--- config.mk ---
export PLATFORM = sky130hd
export DESIGN_NAME = c_subset_token_scanner_unit_flat
export DESIGN_NICKNAME = d
export VERILOG_FILES = /design/src/design/cst_pkg.sv /design/src/design/cst_if.sv /design/src/design/c_subset_token_scanner_unit.sv /design/src/flat_wrapper.sv
export SDC_FILE = /design/constraint.sdc
export NUM_CORES = 1
export LEC_CHECK = 0
export BUFFER_PORTS_ARGS = -buffer_cell sky130_fd_sc_hd__buf_2
export CORE_ASPECT_RATIO = 0.5
export CORE_MARGIN = 4
export CORE_UTILIZATION = 45
export DETAILED_ROUTE_END_ITERATION = 10
export MAX_ROUTING_LAYER = met4
export PLACE_DENSITY = 0.69
export SYNTH_ARGS = -nofsm -noshare
export SYNTH_HDL_FRONTEND = slang
export SYNTH_SLANG_ARGS = --single-unit
--- constraint.sdc ---
create_clock -name clock -period 5.3 [get_ports clock]
set_input_delay 0.265 -clock clock [delete_from_list [all_inputs] [get_ports clock]]
set_output_delay 0.265 -clock clock [all_outputs]
set_load 0.05 [all_outputs]
--- src/design/cst_pkg.sv ---
// Types and constants of the C subset token scanner.
package cst_pkg;

   typedef enum logic [2:0] {
      MODE_IDLE    = 3'd0,
      MODE_IDENT   = 3'd1,
      MODE_NUMBER  = 3'd2,
      MODE_SLASH   = 3'd3,
      MODE_COMMENT = 3'd4,
      MODE_STAR    = 3'd5
   } scan_mode_type;

   typedef enum logic [3:0] {
      TT_LPAREN = 4'd0,
      TT_RPAREN = 4'd1,
      TT_LBRACE = 4'd2,
      TT_RBRACE = 4'd3,
      TT_SEMI   = 4'd4,
      TT_IDENT  = 4'd5,
      TT_INT    = 4'd6,
      TT_RETURN = 4'd7,
      TT_CONST  = 4'd8,
      TT_EOF    = 4'd9
   } tok_type_type;

   typedef enum logic {
      KIND_BYTE = 1'b0,
      KIND_END  = 1'b1
   } item_kind_type;

   typedef struct packed {
      tok_type_type token_type;
      logic [15:0]  token_line;
      logic [15:0]  token_column;
      logic [7:0]   lexeme_length;
      logic [31:0]  constant_value;
      logic         last_of_run;
   } rsp_word_type;

   localparam logic [7:0]  CHAR_LPAREN     = 8'h28;
   localparam logic [7:0]  CHAR_RPAREN     = 8'h29;
   localparam logic [7:0]  CHAR_LBRACE     = 8'h7B;
   localparam logic [7:0]  CHAR_RBRACE     = 8'h7D;
   localparam logic [7:0]  CHAR_SEMI       = 8'h3B;
   localparam logic [7:0]  CHAR_SLASH      = 8'h2F;
   localparam logic [7:0]  CHAR_STAR       = 8'h2A;
   localparam logic [7:0]  CHAR_UNDERSCORE = 8'h5F;
   localparam logic [7:0]  CHAR_NEWLINE    = 8'h0A;
   localparam logic [7:0]  CHAR_ZERO       = 8'h30;
   localparam logic [7:0]  CHAR_NINE       = 8'h39;
   localparam logic [7:0]  CHAR_LOWER_A    = 8'h61;
   localparam logic [7:0]  CHAR_LOWER_Z    = 8'h7A;
   localparam logic [7:0]  CHAR_UPPER_A    = 8'h41;
   localparam logic [7:0]  CHAR_UPPER_Z    = 8'h5A;

   localparam int          PREFIX_DEPTH    = 6;
   localparam logic [7:0]  KW_INT_LEN      = 8'd3;
   localparam logic [7:0]  KW_RETURN_LEN   = 8'd6;
   localparam logic [23:0] KW_INT          = "int";
   localparam logic [47:0] KW_RETURN       = "return";

endpackage

--- src/design/cst_if.sv ---
// Valid/ready channel interfaces for source bytes and tokens.
interface cst_req_if;
   import cst_pkg::*;

   logic          valid;
   logic          ready;
   item_kind_type kind;
   logic [7:0]    char_byte;

   modport source (output valid, output kind, output char_byte, input ready);
   modport sink (input valid, input kind, input char_byte, output ready);
   modport monitor (input valid, input kind, input char_byte, input ready);
endinterface

interface cst_rsp_if;
   import cst_pkg::*;

   logic         valid;
   logic         ready;
   tok_type_type token_type;
   logic [15:0]  token_line;
   logic [15:0]  token_column;
   logic [7:0]   lexeme_length;
   logic [31:0]  constant_value;
   logic         last_of_run;

   modport source (output valid, output token_type, output token_line, output token_column,
                   output lexeme_length, output constant_value, output last_of_run,
                   input ready);
   modport sink (input valid, input token_type, input token_line, input token_column,
                 input lexeme_length, input constant_value, input last_of_run,
                 output ready);
   modport monitor (input valid, input token_type, input token_line, input token_column,
                    input lexeme_length, input constant_value, input last_of_run,
                    input ready);
endinterface

--- src/design/c_subset_token_scanner_unit.sv ---
// Streaming tokenizer for a small C subset: source bytes in, tokens out.
//
// Takes one source byte or end marker per cycle while req ready is high. Each word is
// classified combinationally and the scanner state registered; the zero, one or two
// tokens it yields are written into a four-entry result queue, from which one token
// leaves per cycle while rsp ready is high. req ready stays high while the queue has at
// least two free slots, so with the output side taking a token every cycle the block
// sustains one input word per clock; words that yield two tokens (a pending token ended
// by a punctuator, or a flush before end-of-file) are bounded by the single token per
// cycle of the output port. After the end marker the scanner is back in its reset state.
module c_subset_token_scanner_unit (
   input logic       clock,
   input logic       reset,
   cst_req_if.sink   req_if,
   cst_rsp_if.source rsp_if
);
   import cst_pkg::*;

   localparam int QDEPTH = 4;
   localparam int QPTR_W = $clog2(QDEPTH);
   localparam int QCNT_W = $clog2(QDEPTH + 1);

   function automatic logic is_alpha(input logic [7:0] c);
      return ((c >= CHAR_LOWER_A) && (c <= CHAR_LOWER_Z)) ||
             ((c >= CHAR_UPPER_A) && (c <= CHAR_UPPER_Z));
   endfunction

   function automatic logic is_digit(input logic [7:0] c);
      return (c >= CHAR_ZERO) && (c <= CHAR_NINE);
   endfunction

   // scanner state
   scan_mode_type mode_ff, mode_in;
   logic [15:0]   line_ff, line_in;
   logic [15:0]   col_ff, col_in;
   logic [15:0]   start_col_ff, start_col_in;
   logic [7:0]    len_ff, len_in;
   logic [31:0]   acc_ff, acc_in;
   logic [7:0]    prefix_ff [PREFIX_DEPTH];
   logic [7:0]    prefix_in [PREFIX_DEPTH];

   // result queue
   rsp_word_type       queue_ff [QDEPTH];
   logic [QPTR_W-1:0]  wr_ptr_ff, wr_ptr_in;
   logic [QPTR_W-1:0]  rd_ptr_ff, rd_ptr_in;
   logic [QCNT_W-1:0]  count_ff, count_in;

   logic         req_fire, rsp_fire;
   logic [7:0]   c;
   logic         ident_char;
   logic [3:0]   digit;
   logic [35:0]  acc_x10;
   logic [31:0]  acc_next;
   logic [15:0]  line_inc, col_inc;
   logic [7:0]   len_inc;
   logic         pending;
   logic         flush_v, char_v, scan_char;
   rsp_word_type flush_tok, char_tok, eof_tok, tok_a, tok_b;
   logic [1:0]   n_tok;
   tok_type_type ident_type, char_type;

   assign req_fire = req_if.valid && req_if.ready;
   assign rsp_fire = rsp_if.valid && rsp_if.ready;
   assign req_if.ready = (count_ff <= QCNT_W'(QDEPTH - 2));

   assign c          = req_if.char_byte;
   assign ident_char = is_alpha(c) || is_digit(c) || (c == CHAR_UNDERSCORE);
   assign digit      = 4'(c - CHAR_ZERO);
   assign acc_x10    = 36'({acc_ff, 3'b000}) + 36'({acc_ff, 1'b0}) + 36'(digit);
   assign acc_next   = (acc_x10[35:32] != 4'd0) ? 32'hFFFF_FFFF : acc_x10[31:0];
   assign line_inc   = (line_ff == 16'hFFFF) ? line_ff : line_ff + 16'd1;
   assign col_inc    = (col_ff == 16'hFFFF) ? col_ff : col_ff + 16'd1;
   assign len_inc    = (len_ff == 8'hFF) ? len_ff : len_ff + 8'd1;
   assign pending    = (mode_ff == MODE_IDENT) || (mode_ff == MODE_NUMBER);

   always_comb begin
      ident_type = TT_IDENT;
      if ((len_ff == KW_INT_LEN) && ({prefix_ff[0], prefix_ff[1], prefix_ff[2]} == KW_INT)) begin
         ident_type = TT_INT;
      end else if ((len_ff == KW_RETURN_LEN) &&
                   ({prefix_ff[0], prefix_ff[1], prefix_ff[2], prefix_ff[3], prefix_ff[4],
                     prefix_ff[5]} == KW_RETURN)) begin
         ident_type = TT_RETURN;
      end
   end

   always_comb begin
      flush_tok.token_type     = (mode_ff == MODE_NUMBER) ? TT_CONST : ident_type;
      flush_tok.token_line     = line_ff;
      flush_tok.token_column   = start_col_ff;
      flush_tok.lexeme_length  = len_ff;
      flush_tok.constant_value = (mode_ff == MODE_NUMBER) ? acc_ff : 32'd0;
      flush_tok.last_of_run    = 1'b0;

      eof_tok.token_type       = TT_EOF;
      eof_tok.token_line       = line_ff;
      eof_tok.token_column     = col_ff;
      eof_tok.lexeme_length    = 8'd0;
      eof_tok.constant_value   = 32'd0;
      eof_tok.last_of_run      = 1'b0;
   end

   always_comb begin
      char_v    = 1'b1;
      char_type = TT_LPAREN;
      unique case (c)
         CHAR_LPAREN: char_type = TT_LPAREN;
         CHAR_RPAREN: char_type = TT_RPAREN;
         CHAR_LBRACE: char_type = TT_LBRACE;
         CHAR_RBRACE: char_type = TT_RBRACE;
         CHAR_SEMI:   char_type = TT_SEMI;
         default:     char_v = 1'b0;
      endcase
      char_tok.token_type     = char_type;
      char_tok.token_line     = line_ff;
      char_tok.token_column   = col_ff;
      char_tok.lexeme_length  = 8'd1;
      char_tok.constant_value = 32'd0;
      char_tok.last_of_run    = 1'b0;
   end

   // next state of the scanner and the tokens of the accepted word
   always_comb begin
      mode_in      = mode_ff;
      line_in      = line_ff;
      col_in       = col_ff;
      start_col_in = start_col_ff;
      len_in       = len_ff;
      acc_in       = acc_ff;
      for (int i = 0; i < PREFIX_DEPTH; i++) begin
         prefix_in[i] = prefix_ff[i];
      end
      flush_v   = 1'b0;
      scan_char = 1'b0;
      tok_a     = eof_tok;
      tok_b     = eof_tok;
      n_tok     = 2'd0;

      if (req_fire) begin
         if (req_if.kind == KIND_END) begin
            if (pending) begin
               tok_a = flush_tok;
               tok_b = eof_tok;
               n_tok = 2'd2;
            end else begin
               tok_a = eof_tok;
               n_tok = 2'd1;
            end
            mode_in      = MODE_IDLE;
            line_in      = 16'd1;
            col_in       = 16'd1;
            start_col_in = 16'd1;
            len_in       = 8'd0;
            acc_in       = 32'd0;
            for (int i = 0; i < PREFIX_DEPTH; i++) begin
               prefix_in[i] = 8'd0;
            end
         end else begin
            unique case (mode_ff)
               MODE_COMMENT: begin
                  if (c == CHAR_STAR) mode_in = MODE_STAR;
               end
               MODE_STAR: begin
                  if (c == CHAR_SLASH) mode_in = MODE_IDLE;
                  else if (c != CHAR_STAR) mode_in = MODE_COMMENT;
               end
               MODE_IDENT: begin
                  if (ident_char) begin
                     for (int i = 0; i < PREFIX_DEPTH; i++) begin
                        if (len_ff == 8'(i)) prefix_in[i] = c;
                     end
                     len_in = len_inc;
                  end else begin
                     flush_v   = 1'b1;
                     scan_char = 1'b1;
                  end
               end
               MODE_NUMBER: begin
                  if (is_digit(c)) begin
                     acc_in = acc_next;
                     len_in = len_inc;
                  end else begin
                     flush_v   = 1'b1;
                     scan_char = 1'b1;
                  end
               end
               MODE_SLASH: begin
                  if (c == CHAR_STAR) mode_in = MODE_COMMENT;
                  else scan_char = 1'b1;
               end
               MODE_IDLE: scan_char = 1'b1;
               default:   scan_char = 1'b1;
            endcase

            if (scan_char) begin
               mode_in = MODE_IDLE;
               if (is_alpha(c) || (c == CHAR_UNDERSCORE)) begin
                  mode_in      = MODE_IDENT;
                  start_col_in = col_ff;
                  len_in       = 8'd1;
                  for (int i = 1; i < PREFIX_DEPTH; i++) begin
                     prefix_in[i] = 8'd0;
                  end
                  prefix_in[0] = c;
               end else if (is_digit(c)) begin
                  mode_in      = MODE_NUMBER;
                  start_col_in = col_ff;
                  len_in       = 8'd1;
                  acc_in       = 32'(digit);
               end else if (c == CHAR_SLASH) begin
                  mode_in = MODE_SLASH;
               end
            end

            if (flush_v && scan_char && char_v) begin
               tok_a = flush_tok;
               tok_b = char_tok;
               n_tok = 2'd2;
            end else if (flush_v) begin
               tok_a = flush_tok;
               n_tok = 2'd1;
            end else if (scan_char && char_v) begin
               tok_a = char_tok;
               n_tok = 2'd1;
            end

            if (c == CHAR_NEWLINE) begin
               line_in = line_inc;
               col_in  = 16'd1;
            end else begin
               col_in = col_inc;
            end
         end
      end

      tok_a.last_of_run = (n_tok == 2'd1);
      tok_b.last_of_run = 1'b1;
   end

   always_ff @(posedge clock) begin
      if (reset) begin
         mode_ff      <= MODE_IDLE;
         line_ff      <= 16'd1;
         col_ff       <= 16'd1;
         start_col_ff <= 16'd1;
         len_ff       <= 8'd0;
         acc_ff       <= 32'd0;
         for (int i = 0; i < PREFIX_DEPTH; i++) begin
            prefix_ff[i] <= 8'd0;
         end
      end else begin
         mode_ff      <= mode_in;
         line_ff      <= line_in;
         col_ff       <= col_in;
         start_col_ff <= start_col_in;
         len_ff       <= len_in;
         acc_ff       <= acc_in;
         for (int i = 0; i < PREFIX_DEPTH; i++) begin
            prefix_ff[i] <= prefix_in[i];
         end
      end
   end

   // result queue pointers
   always_comb begin
      wr_ptr_in = wr_ptr_ff + QPTR_W'(n_tok);
      rd_ptr_in = rsp_fire ? rd_ptr_ff + QPTR_W'(1) : rd_ptr_ff;
      count_in  = count_ff + QCNT_W'(n_tok) - QCNT_W'(rsp_fire);
   end

   always_ff @(posedge clock) begin
      if (reset) begin
         wr_ptr_ff <= '0;
         rd_ptr_ff <= '0;
         count_ff  <= '0;
      end else begin
         wr_ptr_ff <= wr_ptr_in;
         rd_ptr_ff <= rd_ptr_in;
         count_ff  <= count_in;
      end
   end

   always_ff @(posedge clock) begin
      if (n_tok != 2'd0) queue_ff[wr_ptr_ff] <= tok_a;
      if (n_tok == 2'd2) queue_ff[wr_ptr_ff + QPTR_W'(1)] <= tok_b;
   end

   assign rsp_if.valid          = (count_ff != '0);
   assign rsp_if.token_type     = queue_ff[rd_ptr_ff].token_type;
   assign rsp_if.token_line     = queue_ff[rd_ptr_ff].token_line;
   assign rsp_if.token_column   = queue_ff[rd_ptr_ff].token_column;
   assign rsp_if.lexeme_length  = queue_ff[rd_ptr_ff].lexeme_length;
   assign rsp_if.constant_value = queue_ff[rd_ptr_ff].constant_value;
   assign rsp_if.last_of_run    = queue_ff[rd_ptr_ff].last_of_run;

endmodule

--- src/flat_wrapper.sv ---
// flat-port wrapper written by rule: the top's interface ports become plain ports
module c_subset_token_scanner_unit_flat import cst_pkg::*;
  (clock, reset, req_if_valid, req_if_kind, req_if_char_byte, req_if_ready, rsp_if_valid, rsp_if_token_type, rsp_if_token_line, rsp_if_token_column, rsp_if_lexeme_length, rsp_if_constant_value, rsp_if_last_of_run, rsp_if_ready);
  cst_req_if req_if_i ();
  cst_rsp_if rsp_if_i ();
  input logic clock;
  input logic reset;
  input wire logic [$bits(req_if_i.valid)-1:0] req_if_valid;
  input wire logic [$bits(req_if_i.kind)-1:0] req_if_kind;
  input wire logic [$bits(req_if_i.char_byte)-1:0] req_if_char_byte;
  output wire logic [$bits(req_if_i.ready)-1:0] req_if_ready;
  output wire logic [$bits(rsp_if_i.valid)-1:0] rsp_if_valid;
  output wire logic [$bits(rsp_if_i.token_type)-1:0] rsp_if_token_type;
  output wire logic [$bits(rsp_if_i.token_line)-1:0] rsp_if_token_line;
  output wire logic [$bits(rsp_if_i.token_column)-1:0] rsp_if_token_column;
  output wire logic [$bits(rsp_if_i.lexeme_length)-1:0] rsp_if_lexeme_length;
  output wire logic [$bits(rsp_if_i.constant_value)-1:0] rsp_if_constant_value;
  output wire logic [$bits(rsp_if_i.last_of_run)-1:0] rsp_if_last_of_run;
  input wire logic [$bits(rsp_if_i.ready)-1:0] rsp_if_ready;
  assign req_if_i.valid = req_if_valid;
  assign req_if_i.kind = req_if_kind;
  assign req_if_i.char_byte = req_if_char_byte;
  assign req_if_ready = req_if_i.ready;
  assign rsp_if_valid = rsp_if_i.valid;
  assign rsp_if_token_type = rsp_if_i.token_type;
  assign rsp_if_token_line = rsp_if_i.token_line;
  assign rsp_if_token_column = rsp_if_i.token_column;
  assign rsp_if_lexeme_length = rsp_if_i.lexeme_length;
  assign rsp_if_constant_value = rsp_if_i.constant_value;
  assign rsp_if_last_of_run = rsp_if_i.last_of_run;
  assign rsp_if_i.ready = rsp_if_ready;
  c_subset_token_scanner_unit u_core (.clock(clock), .reset(reset), .req_if(req_if_i), .rsp_if(rsp_if_i));
endmodule
==> impl_metrics.py <==
metrics = {
    "outcome": {
        "status": "finished clean",
    },
    "pwr": {
        "seqPwrFrac_pct": 43.8,
        "internal_power_mw": 6.15,
        "ir_drop_v": 0.000239,
        "p_leak_nw": 8.95,
        "power_density_mw_per_mm2": 355,
        "switching_share_pct": 31.4,
        "p_clk_share_pct": 36.0,
        "switchingPower_mw": 2.82,
        "power_frac_comb_pct": 20.2,
    },
    "cells_and_area": {
        "area_delta_synth_final_pct": 10.3,
        "drive_above_1_share_pct": 14.3,
        "design_area_mm2": 0.0252,
        "layout.nets": 2394,
        "final.fill_count": 4572,
    },
    "clock_tree": {
        "cts_tree": "yes",
        "clk_pin_slew_ns": 0.07,
        "cts_root_buffer": "clkbuf_16",
        "cts_sinks": 456,
        "post_cts_resized": 0,
        "clkLatencyLatePin_ns": 0.56,
        "cts_buffers": 43,
        "post_cts_buffers": 0,
        "ctsLongestPathBuffers": 3,
        "htreeDepth": 2,
        "ctsHoldBuffers": 0,
    },
    "setup_path": {
        "cp-start-kind": "register",
        "rrSetupSlack_ns": 1.09,
        "r2r_start": "u_core.acc_ff[2]",
        "crit_chain": "fa_1 > ha_1 > a21o_1 > nand4_1 > a211o_1 > a211oi_1 > a41o_1 > nor3_1 > o2111ai_2 > buf_4 > o21ai_0 > a221oi_1",
        "rr_endpoint": "u_core.acc_ff[1]",
        "crit_type": "reg2reg",
        "end_kind": "register",
        "worstPathBufferInverterCount": 1,
        "cp.required_ns": 5.76,
        "cp_top_family": "compound AO/OA/AOI/OAI gates",
        "slowest_delay_ns": 0.68,
        "crit_fanout": 15,
        "cp.arrival_ns": 4.67,
        "crit_path_top_delay_cell": "o2111ai_2",
        "r2r_cells": 12,
    },
    "route": {
        "firstDrtPassIters": 5,
        "wl_met2_um": 28100,
        "dr.max_layer_used": "met4",
        "met1_length_um": 26400,
        "wl_per_cell_um": 19.8,
        "drc_errors": 0,
        "wl_met3_um": 4070,
        "via_per_inst": 5.98,
        "finalWirelength_um": 60000,
        "final_antenna_net_count": 0,
        "drt_iter0_drc": 1680,
        "route.vias.total": 18108,
    },
    "sta": {
        "tns_ns": 0,
        "rsz0062_at_grt": "false",
        "finalHoldViolCount": 0,
        "drv_slew": 0,
        "tightestPinTransition_ns": 1.05,
        "fmax_mhz": 238,
        "setup_viol": 0,
        "slew-limit-headroom_pct": 30.1,
        "timing.final.crit_period_ns": 4.21,
        "post-route-period-util_pct": 79.4,
        "clock_skew_ns": 0.0189,
    },
    "die": {
        "row_count": 58,
        "initial_utilization_pct": 45.6,
        "io_pins": 92,
        "die_area_mm2": 0.0547,
        "die_w_um": 327,
        "core_area_mm2": 0.0502,
        "die_h_um": 167,
    },
    "job": {
        "maxCapViolations": 0,
    },
    "logic_synthesis": {
        "synth-edff-count": 148,
        "synthFlopType": "dfxtp_1",
        "synth_cell_types": 94,
        "async_flop_share_pct": 0,
        "yosysSeqAreaShare_pct": 46.4,
        "yosys-top-cells-count": "308 x dfxtp_1, 293 x nand2_1, 245 x a21oi_1",
        "yosys.area.top_type": "dfxtp_1",
        "synth_top_area_share_pct": 27.0,
        "ys_warn_count": 0,
        "ys_top_cells_by_area": "dfxtp_1 27%, edfxtp_1 19%, mux4_2 7.6%",
        "synth_nets": 2397,
        "syn_inst": 2308,
        "synth_seq_cells": 456,
        "yosysMostFrequentCell": "dfxtp_1",
        "avgSynthCellArea_um2": 9.91,
        "syn-cell-area_mm2": 0.0229,
    },
    "place": {
        "gp_congestion": 0.926,
        "hpwl_um": 37000,
        "post_dp_cell_area_mm2": 0.0237,
        "numPortBuffers": 91,
    },
    "global_route": {
        "grt_max_degree": 129,
        "grt_pass1_wl_um": 95900,
        "antenna_found_initial": 1,
        "grt_pass1_vias": 17482,
        "grt_usage_pct": 22.0,
        "grt-ovfl-total": 0,
    },
    "min_path": {
        "worstHoldStart": "req_if_char_byte[6]",
        "min_path_type": "in2reg",
        "hold_depth": 3,
        "holdPathEnd": "u_core.prefix_ff[0][22]",
    },
}
==> per-stage QoR <==
| stage | hold slack [ns] | power (mW) | std cells | utilization [%] | setup slack (ns) |
|---|---|---|---|---|---|
| after floorplan | 0.420 | 5.32 | 2308 | - | 1.45 |
| after global placement | 0.434 | 5.81 | 2950 | 47.3 | 1.28 |
| after detailed placement | 0.443 | 5.82 | 2950 | 47.3 | 1.11 |
| after CTS | 0.105 | 9.02 | 3029 | 50.3 | 1.08 |
| after global routing | 0.132 | 9.29 | 3030 | 50.3 | 0.761 |
| final | 0.138 | 8.96 | 3030 | 50.3 | 1.09 |
==> cells in the final DEF (no fill, tap or decap), types with 7 or more instances in the layout <==
| cell type | n |
|---|---|
| dfxtp_1 | 306 |
| nand2_1 | 293 |
| a21oi_1 | 245 |
| nand3_1 | 193 |
| edfxtp_1 | 148 |
| nor2_1 | 101 |
| buf_2 | 91 |
| a22o_1 | 87 |
| mux4_2 | 77 |
| ha_1 | 73 |
| nor2b_1 | 71 |
| o21ai_0 | 55 |
| clkbuf_16 | 46 |
| buf_4 | 39 |
| inv_1 | 38 |
| o221ai_1 | 30 |
| nand4_1 | 29 |
| xnor2_1 | 28 |
| nand2b_1 | 27 |
| nor3_1 | 27 |
| o2bb2ai_1 | 22 |
| xor2_1 | 22 |
| o22ai_1 | 17 |
| a22oi_1 | 15 |
| and2_1 | 14 |
| or3_1 | 12 |
| clkbuf_8 | 12 |
| o211ai_1 | 11 |
| a21o_1 | 11 |
| and3_1 | 10 |
| o21a_1 | 9 |
| a211oi_1 | 9 |
| nor2_4 | 8 |
| and4_1 | 7 |
==> kinds of logic (layout without fill, tap and decap cells) <==
logic type	Yosys count	count (layout)	synth area share, %
and+or+nand+nor	840	840	18.1
adders and majority gates	76	76	4.25
xor gates and xnor gates	50	50	1.91
muxes	79	79	7.67
buffers and inverters	219	250	4.34
AOI/OAI and AO/OA	588	588	17.3
other	0	1	0
DFF	456	456	46.4
==> sequential cells by signal (all words and copies together) (netlist names), named ones only <==
name / flops
u_core.queue_ff: 308
u_core.prefix_ff: 48
u_core.acc_ff: 32
u_core.col_ff: 16
u_core.line_ff: 16
u_core.start_col_ff: 16
u_core.len_ff: 8
u_core.count_ff: 3
u_core.mode_ff: 3
u_core.rd_ptr_ff: 2
u_core.wr_ptr_ff: 2
==> worst min-delay path: stages <==
cell	delay (ns)
buf_2	0.15
nand2b_1	0.15
o2bb2ai_1	0.07
==> layout make-up <==
class                   instances  area [µm²]  share of cell area (%)
multi-input cells            1633       11300                    44.9
flip-flops and latches        456       10600                    42.1
clock buffers                  63        1340                    5.29
well taps                     690         863                    3.42
repair buffers                131         768                    3.04
clock inverters                16         163                   0.644
inverters                      40         150                   0.595
diodes                          1        2.50                 0.00991
==> metal layers <==
metal / up-vias / track usage [%]
met2: 641 / 35.5
li1: 8529 / -
met1: 8819 / 28.9
met3: 119 / 3.31
met5: - / -
met4: 0 / 6.73
==> worst max-delay path by stage <==
stage / startpoint / endpoint / slack, ns / depth (start not counted)
4_1_cts: u_core.acc_ff[2] / u_core.acc_ff[2] / 1.08 / 12
3_3_place_gp: req_if_char_byte[3] / u_core.acc_ff[2] / 1.28 / 13
3_5_place_dp: req_if_char_byte[3] / u_core.acc_ff[2] / 1.11 / 13
5_1_grt: u_core.acc_ff[0] / u_core.acc_ff[2] / 0.76 / 12
2_1_floorplan: u_core.count_ff[1] / u_core.queue_ff[3][33] / 1.45 / 9
6_report: u_core.acc_ff[2] / u_core.acc_ff[1] / 1.09 / 12
==> power by group through the flow <==
stage | Combinational, mW | Sequential (mW) | Clock, mW
after floorplan | 1.46 | 3.86 | 0
after global placement | 1.81 | 4.00 | 0
after detailed placement | 1.82 | 4.01 | 0
after CTS | 1.82 | 3.93 | 3.27
after global routing | 1.91 | 3.95 | 3.43
final | 1.81 | 3.92 | 3.23
No activity file was read; power rests on OpenSTA's default activity.
